<file path="config.mk">
export PLATFORM = sky130hd
export DESIGN_NAME = bpa_addr_alu
export DESIGN_NICKNAME = d
export VERILOG_FILES = /design/src/rtl/core/bpa_pkg.sv /design/src/rtl/core/bpa_addr_alu.sv
export SDC_FILE = /design/constraint.sdc
export NUM_CORES = 1
export LEC_CHECK = 0
export ABC_AREA = 1
export BUFFER_PORTS_ARGS = -buffer_cell sky130_fd_sc_hd__buf_2
export CORE_ASPECT_RATIO = 0.5
export CORE_MARGIN = 4
export CORE_UTILIZATION = 52
export DETAILED_ROUTE_END_ITERATION = 16
export PLACE_DENSITY = 0.78
export SYNTH_ARGS = -nofsm -noshare
export SYNTH_HDL_FRONTEND = slang
export SYNTH_SLANG_ARGS = --single-unit
</file>
<file path="constraint.sdc">
create_clock -name vclk -period 2.9
set_input_delay 0.29 -clock vclk [all_inputs]
set_output_delay 0.29 -clock vclk [all_outputs]
set_load 0.01 [all_outputs]
</file>
<file path="src/rtl/core/bpa_pkg.sv">
package bpa_pkg;

	localparam int NUM_PAGES       = 1024;
	localparam int MAX_ORDER_LIMIT = 9;
	localparam int PAGE_SHIFT      = 12;

	localparam int PAGE_IDX_W = $clog2(NUM_PAGES);
	localparam int LINK_W     = PAGE_IDX_W + 1;
	localparam int ADDR_W     = 52;
	localparam int CNT_W      = 11;
	localparam int ORD_W      = 4;
	localparam int STATUS_W   = 3;

	localparam logic [LINK_W-1:0] NIL_LINK = LINK_W'(NUM_PAGES);

	localparam logic OP_ALLOC = 1'b0;
	localparam logic OP_FREE  = 1'b1;

	localparam logic REG_MANAGED_PAGES = 1'b0;
	localparam logic REG_REGION_BASE   = 1'b1;

	localparam logic [STATUS_W-1:0] ST_OK        = 3'd0;
	localparam logic [STATUS_W-1:0] ST_BAD_ORDER = 3'd1;
	localparam logic [STATUS_W-1:0] ST_NO_MEM    = 3'd2;
	localparam logic [STATUS_W-1:0] ST_BAD_ADDR  = 3'd3;
	localparam logic [STATUS_W-1:0] ST_NOT_HEAD  = 3'd4;

	typedef struct packed {
		logic             free;
		logic             head;
		logic [ORD_W-1:0] ord;
	} mark_t;

	// Largest order whose block still fits in the region, capped at the limit.
	function automatic logic [ORD_W-1:0] top_order(input logic [CNT_W-1:0] total);
		logic [ORD_W-1:0] m;
		m = '0;
		for (int o = 1; o <= MAX_ORDER_LIMIT; o++) begin
			if ((CNT_W+1)'(total) >= ((CNT_W+1)'(1) << o))
				m = ORD_W'(o);
		end
		return m;
	endfunction

	// Largest aligned block that starts at page i and stays inside the region.
	function automatic logic [ORD_W-1:0] greedy_order(input logic [CNT_W-1:0] i,
		input logic [CNT_W-1:0] total, input logic [ORD_W-1:0] mo);
		logic [ORD_W-1:0] best;
		logic [CNT_W:0]   bp;
		best = '0;
		for (int o = 0; o <= MAX_ORDER_LIMIT; o++) begin
			bp = (CNT_W+1)'(1) << o;
			if (ORD_W'(o) <= mo && (((CNT_W+1)'(i) & (bp - 1'b1)) == '0) &&
			    ((CNT_W+1)'(i) + bp <= (CNT_W+1)'(total)))
				best = ORD_W'(o);
		end
		return best;
	endfunction

endpackage

</file>
<file path="src/rtl/core/bpa_addr_alu.sv">
module bpa_addr_alu import bpa_pkg::*; (
	input  logic              sub,
	input  logic [ADDR_W-1:0] a,
	input  logic [ADDR_W-1:0] b,
	output logic [ADDR_W-1:0] sum
);

	// Wraps modulo the address width, which both the grant and the offset need.
	assign sum = sub ? (a - b) : (a + b);

endmodule

</file>
==> run summary, run 1 <==
Syn. warnings - 0
Post-synth top area share - 31.1%
Die X - 164 um
Cell area after synthesis - 0.00629 sq mm
# IOs - 157
Post-DP HPWL - 24,600 um
Synth cell types - 38
CTS resizes - 535
Complex-gate fraction of the synthesized area - 7.75%
Hold Buf Count CTS - 0
First Err - [ERROR DPL-0033] detailed placement checks failed during check placement.
FP Rows - 28
Halt Stage - 4_1_cts
Largest family of logic cells by synthesized area - simple AND/OR/NAND/NOR gates
Synth Area in Adders - 10.7%
Outcome - did not finish
Simple-gate share of the synthesized area - 54.3%
Post-Place Worst Slack - -0.773 ns
Mux cell area share after synthesis - 0%
Die height - 85.8 um
Synth area leader - nand2_1
XOR/XNOR Fraction of Synth Area - 9.46%
Postcts setup bufs - 39
Sequential cell area fraction in the yosys report - 0%
IO buf count - 157
Initial cell density of the core - 53.3%
Syn Area/Cell - 4.74 sq um
Cell count after synthesis - 1,328
Main area contributors after synthesis - nand2_1, inv_1, ha_1
Synthesized Nets - 1,486
Final RePlAce weighted congestion - 1.09
==> stage by stage <==
stage          util (%)  hold slack (ns)  cells  setup TNS, ns  area, sq um
2_1_floorplan         -            0.728   1328              0         6310
3_5_place_dp       77.5            0.962   1888         -20.18         9150
3_3_place_gp       77.5            0.970   1888         -16.69         9150
==> Yosys cell counts <==
library cell / count
o21ai_2: 2
nor4_1: 2
o31ai_2: 1
nor3_4: 1
buf_2: 1
inv_2: 2
ha_1: 52
a21boi_0: 2
or2_4: 1
nor2_4: 3
o31ai_1: 1
xnor2_1: 17
nor3_1: 8
a21oi_1: 45
nand2_1: 521
nor2_2: 9
nor2_1: 165
clkbuf_1: 5
a31oi_1: 2
o21ai_0: 13
o21ai_1: 2
nand3_1: 75
xor2_1: 51
clkinv_1: 1
a21o_1: 3
and2_1: 2
nand2_4: 1
o21bai_1: 8
or2_2: 1
nand3b_1: 1
o21a_1: 1
inv_1: 289
nand4_1: 24
nand3_2: 2
nor3_2: 7
fa_1: 1
nand2_2: 4
o21ai_4: 2
==> cells by family after synthesis <==
logic type	after synthesis
AOI/OAI and AO/OA	82
xor gates and xnor gates	68
adders and majority gates	53
buffers and inverters	298
and+or+nand+nor	827
==> run 2, diff against run 1 <==
--- a/config.mk
+++ b/config.mk
@@ -7,11 +7,10 @@
 export LEC_CHECK = 0
 export ABC_AREA = 1
 export BUFFER_PORTS_ARGS = -buffer_cell sky130_fd_sc_hd__buf_2
-export CORE_ASPECT_RATIO = 0.5
 export CORE_MARGIN = 4
-export CORE_UTILIZATION = 52
+export CORE_UTILIZATION = 40
 export DETAILED_ROUTE_END_ITERATION = 16
-export PLACE_DENSITY = 0.78
+export PLACE_DENSITY_LB_ADDON = 0.15
 export SYNTH_ARGS = -nofsm -noshare
 export SYNTH_HDL_FRONTEND = slang
 export SYNTH_SLANG_ARGS = --single-unit
==> constraint.sdc (replaced) <==
create_clock -name vclk -period 3.8
set_input_delay 0.38 -clock vclk [all_inputs]
set_output_delay 0.38 -clock vclk [all_outputs]
set_load 0.01 [all_outputs]
==> run 2 against run 1 <==
- the flow now finishes without violations
- synthesized cell count is the same
- synthesized area unchanged
==> run summary, run 2 <==
WP data required - 3.42 ns
Final min period - 3.67 ns
Layout Cells excl Fill - 1,710
Crit start category - input port
Final Setup Violations - 0
Main area contributors after synthesis - nand2_1, inv_1, ha_1
Largest net degree at the start of global routing - 46
Cell area after synthesis - 0.00629 sq mm
Crit path launch - b[5]
Post-DP HPWL - 22,000 um
Crit-path slowest cell - ha_1
Most frequent cells in the layout - nand2_1, inv_1, buf_2
Synth cell count leaders - nand2_1, inv_1, nor2_1
Most numerous cell in the Yosys netlist - nand2_1
# IOs - 157
Cell count after synthesis - 1,328
Slowest cell delay on critical path - 0.39 ns
Initial antenna violation count - 0
DR vias - 8,228
DRC Markers - 0
Die height - 133 um
Pwr Density - 198 mW/mm^2
Outcome - finished clean
Die area - 0.0178 sq mm
Core Box Area - 0.0153 sq mm
Post-Place Worst Slack - 0.0232 ns
CP Capture Type - primary output
Syn. warnings - 0
Gr usage total - 26.0%
Detail Route Antenna Nets - 0
Syn Area/Cell - 4.74 sq um
Worst hold-check path type - in -> out
Worst path bufs/invs - 3
Overflow after GRT - 0
Synth cell types - 38
Max capacitance violation total - 0
Top cell family by delay on the critical path - simple AND/OR/NAND/NOR gates
Hold WS - 1.11 ns
WP data arrival - 3.29 ns
RSZ-0062 raised after global routing - yes
Max FO, Critical Path - 4
Routed WL - 24,300 um
Nets - 1,659
Max IR drop VDD - 82.5 uV
Worst setup margin - 0.134 ns
Layout cell share with drive strength beyond 1 - 17.7%
Pre-antenna DRT Iters - 5
Placed Cells - 1,706
Critical path endpoint - sum[37]
Register area - 0 sq um
Worst Tran Pin Value - 0.446 ns
Slew HR - 69.9%
Die X - 133 um
Post-synth top area share - 31.1%
Fin. max-slew vios - 0
Synth area leader - nand2_1
Drt initial violations - 510
Final Hold Fails - 0
Sequential cell area fraction in the yosys report - 0%
Avg WL per Cell - 14.2 um
Synthesized Nets - 1,486
Final RePlAce weighted congestion - 0.990
FFs & Latches - 0
Pleak - 0.00474 uW
FP Rows - 45
Clock buffer cells - 0
Power, Total - 1520 uW
First-pass GRT wire length - 37,300 um
FMAX - 0.273 GHz
Vias/cell - 4.81
Initial cell density of the core - 41.1%
Most common cell after layout, fill and taps aside - nand2_1
Crit share post-route - 96.5%
Critical path, cell by cell - buf_2 -> nor2_2 -> nand2_2 -> nor2_4 -> nand2_4 -> or2_4 -> o21ai_4 -> xor2_1 -> ha_1 -> nand2_1 -> inv_1 -> nand2_1 -> nand2_1 -> a21oi_1 -> a21boi_1 -> nand2_1 -> nand2_1 -> nand2_1 -> buf_2
Critical path depth in cells - 19
Hold Buf Count CTS - 0
IO buf count - 157
Vias in the first global route - 7,502
Critical path type - in -> out
Antenna Diode Count - 0
Most frequent CP cell - nand2_1
Layout area overhead - 21.9%
[run 2: cell counts after synthesis]
Identical to the previous run, type by type.
[run 2: what timing repair did]
| action | 4_1_cts | 5_1_grt |
|---|---|---|
| buffers inserted | 0 | 4 |
| endpoints found under the setup margin | 0 | 31 |
| resized for setup | 0 | 62 |
[run 2: power breakdown]
| part | total (uW) | switching [uW] | internal, uW |
|---|---|---|---|
| combinational | 1520 | 973 | 549 |
| sequential | 0 | 0 | 0 |
| clock | 0 | 0 | 0 |
| total | 1520 | 973 | 549 |
[run 2: metal layers]
layer  track usage (%)  vias up  part of all wire [%]
met2              45.1      261                    46
met1              35.8     3593                    45
met4              6.06        0                   2.7
met5                 0        -                     0
li1                  -     4346                     -
met3             0.718       28                   5.8
[run 2: how the worst min path moves through the flow]
stage / startpoint / end / slack (ns) / depth (start not counted)
global route: b[0] / sum[0] / 1.14 / 4
CTS: b[0] / sum[0] / 1.12 / 4
detailed placement: b[0] / sum[0] / 1.12 / 4
floorplan: b[0] / sum[0] / 0.91 / 2
global placement: b[0] / sum[0] / 1.11 / 4
finish: b[0] / sum[0] / 1.11 / 4
[run 2: kinds of logic after synthesis]
logic type / count (synthesis) / share of synthesized area [%]
adders and majority gates: 53 / 10.7
AOI/OAI and AO/OA: 82 / 7.75
xor gates and xnor gates: 68 / 9.46
buffers and inverters: 298 / 17.8
and+or+nand+nor: 827 / 54.3
[run 2: through the flow]
step	cell area [sq um]	utilization [%]	TNS, ns
2_1_floorplan	6290	-	0
3_3_place_gp	7450	48.7	0
3_5_place_dp	7450	48.7	0
4_1_cts	7450	48.7	0
5_1_grt	7670	50.1	-0.895
6_report	7670	50.1	0
[run 2: tightest hold or removal path: stages]
cell and delay (ns):
buf_2 0.09, ha_1 0.11, inv_1 0.03, buf_2 0.12
[run 2: cell type report]
class              count  area [sq um]
repair buffers       177           948
inverters            292          1100
multi-input cells   1030          5370
fillers             1827          7640
well taps            211           264
(Power assumes the default switching activity.)
==> run 3, diff against run 2 <==
==> constraint.sdc (replaced) <==
create_clock -name vclk -period 4.45
set_input_delay 0.445 -clock vclk [all_inputs]
set_output_delay 0.445 -clock vclk [all_outputs]
set_load 0.01 [all_outputs]
==> run 3 against run 2 <==
- sequential share of layout area unchanged
- via count down 2.8%
- worst hold slack better by 0.13 ns
- setup slack better by 0.26 ns
- die area unchanged
- critical path depth up 4
- total power down 19%
- critical path type unchanged
- largest cell class unchanged
==> run summary, run 3 (same netlist as run 2, synthesis figures left out) <==
Most frequent CP cell - nand2_1
# IOs - 157
Clock group share of total power - 0%
Max capacitance violation total - 0
Final RePlAce weighted congestion - 0.997
Initial cell density of the core - 41.1%
Switching share of power - 64.7%
DRC Markers - 0
Routed WL - 23,500 um
Met2 Use GR - 44.3%
RSZ-0062 raised after global routing - no
Filler Cells Inserted - 1,842
IO buf count - 157
Final Setup Violations - 0
Post-DP HPWL - 21,500 um
Critical path, cell by cell - buf_2 -> inv_1 -> ha_1 -> nand3_2 -> nor2_4 -> nand2_2 -> nor2_1 -> nand4_1 -> nand2_1 -> xor2_1 -> inv_1 -> ha_1 -> nand2_1 -> nor2_1 -> inv_1 -> nor2_1 -> inv_1 -> nor3_1 -> nand2_1 -> nand2_1 -> nand2_1 -> nand2_1 -> buf_2
Most common cell after layout, fill and taps aside - nand2_1
DP Area - 0.00734 sq mm
Critical path type - in -> out
Seq pwr share - 0%
Worst Tran Pin Value - 0.443 ns
Top cell family by delay on the critical path - simple AND/OR/NAND/NOR gates
NetSw - 800 uW
WP data arrival - 3.61 ns
Die area - 0.0178 sq mm
Power, Total - 1240 uW
Vias/cell - 4.73
WP data required - 4.01 ns
GR Util met1 - 35.4%
Antenna Diode Count - 0
Avg WL per Cell - 13.9 um
GRT busiest layer - met2
Fin. max-slew vios - 0
Slowest cell delay on critical path - 0.38 ns
Layout cell share with drive strength beyond 1 - 13.1%
Postcts setup bufs - 0
Max IR drop VDD - 73.8 uV
Hold WS - 1.24 ns
Gr usage total - 25.4%
Comb pwr share - 100.0%
FMAX - 0.247 GHz
Register area - 0 sq um
Placed Cells - 1,691
Initial antenna violation count - 1
DR vias - 8,000
FFs & Latches - 0
Final min period - 4.05 ns
Final Hold Fails - 0
Met3 Track Usage GR - 1.06%
Die height - 133 um
Vias in the first global route - 7,379
P_int - 437 uW
Nets - 1,640
Worst hold-check path type - in -> out
Clock buffer cells - 0
Slew HR - 70.4%
Max FO, Critical Path - 5
Worst path bufs/invs - 6
Final instance area - 0.00734 sq mm
Crit share post-route - 91.1%
Outcome - finished clean
Pre-antenna DRT Iters - 5
Crit start category - input port
Layout Cells excl Fill - 1,691
Detail Route Antenna Nets - 0
Overflow after GRT - 0
Largest net degree at the start of global routing - 46
Pleak - 0.00462 uW
Pwr Density - 169 mW/mm^2
Layout area overhead - 16.6%
FP Rows - 45
Most frequent cells in the layout - nand2_1, inv_1, nor2_1
Hold Buf Count CTS - 0
Die X - 133 um
Drt initial violations - 529
CTS resizes - 0
CP Capture Type - primary output
Area of the multi-input gates - 0.00517 sq mm
Crit-path slowest cell - ha_1
Core Box Area - 0.0153 sq mm
Setup TNS - 0 ns
First-pass GRT wire length - 36,500 um
run 3: path summary, 6_finish.rpt:
| check | from | to | slack [ns] | depth (start not counted) |
|---|---|---|---|---|
| hold / removal | b[0] | sum[0] | 1.24 | 4 |
| setup / recovery | b[1] | sum[40] | 0.40 | 23 |
run 3: worst min-delay path, cell delays in order:
cell	delay, ns
buf_2	0.09
ha_1	0.11
inv_1	0.03
buf_2	0.12
run 3: area by class of cell:
| type | instances | area share [%] |
|---|---|---|
| multi-input combinational | 1030 | 70.5 |
| inverter | 292 | 14.9 |
| timing repair buffer | 158 | 11.0 |
| tap | 211 | 3.60 |
run 3: stage by stage:
stage | setup WS, ns | utilization [%]
after floorplan | 1.21 | -
final | 0.396 | 47.9
after global placement | 0.447 | 47.9
after detailed placement | 0.465 | 47.9
after global routing | 0.0859 | 47.9
after CTS | 0.453 | 47.9
run 3: power groups by stage:
stage	registers, uW	clock network, uW	logic, uW
3_3_place_gp	0	0	1230
5_1_grt	0	0	1380
3_5_place_dp	0	0	1230
6_report	0	0	1240
2_1_floorplan	0	0	796
4_1_cts	0	0	1230
run 3: metal layers:
layer	part of all wire, %	up-vias
met4	2.0	2
met2	46	226
met5	0.042	-
met1	46	3436
li1	-	4313
met3	6.0	23
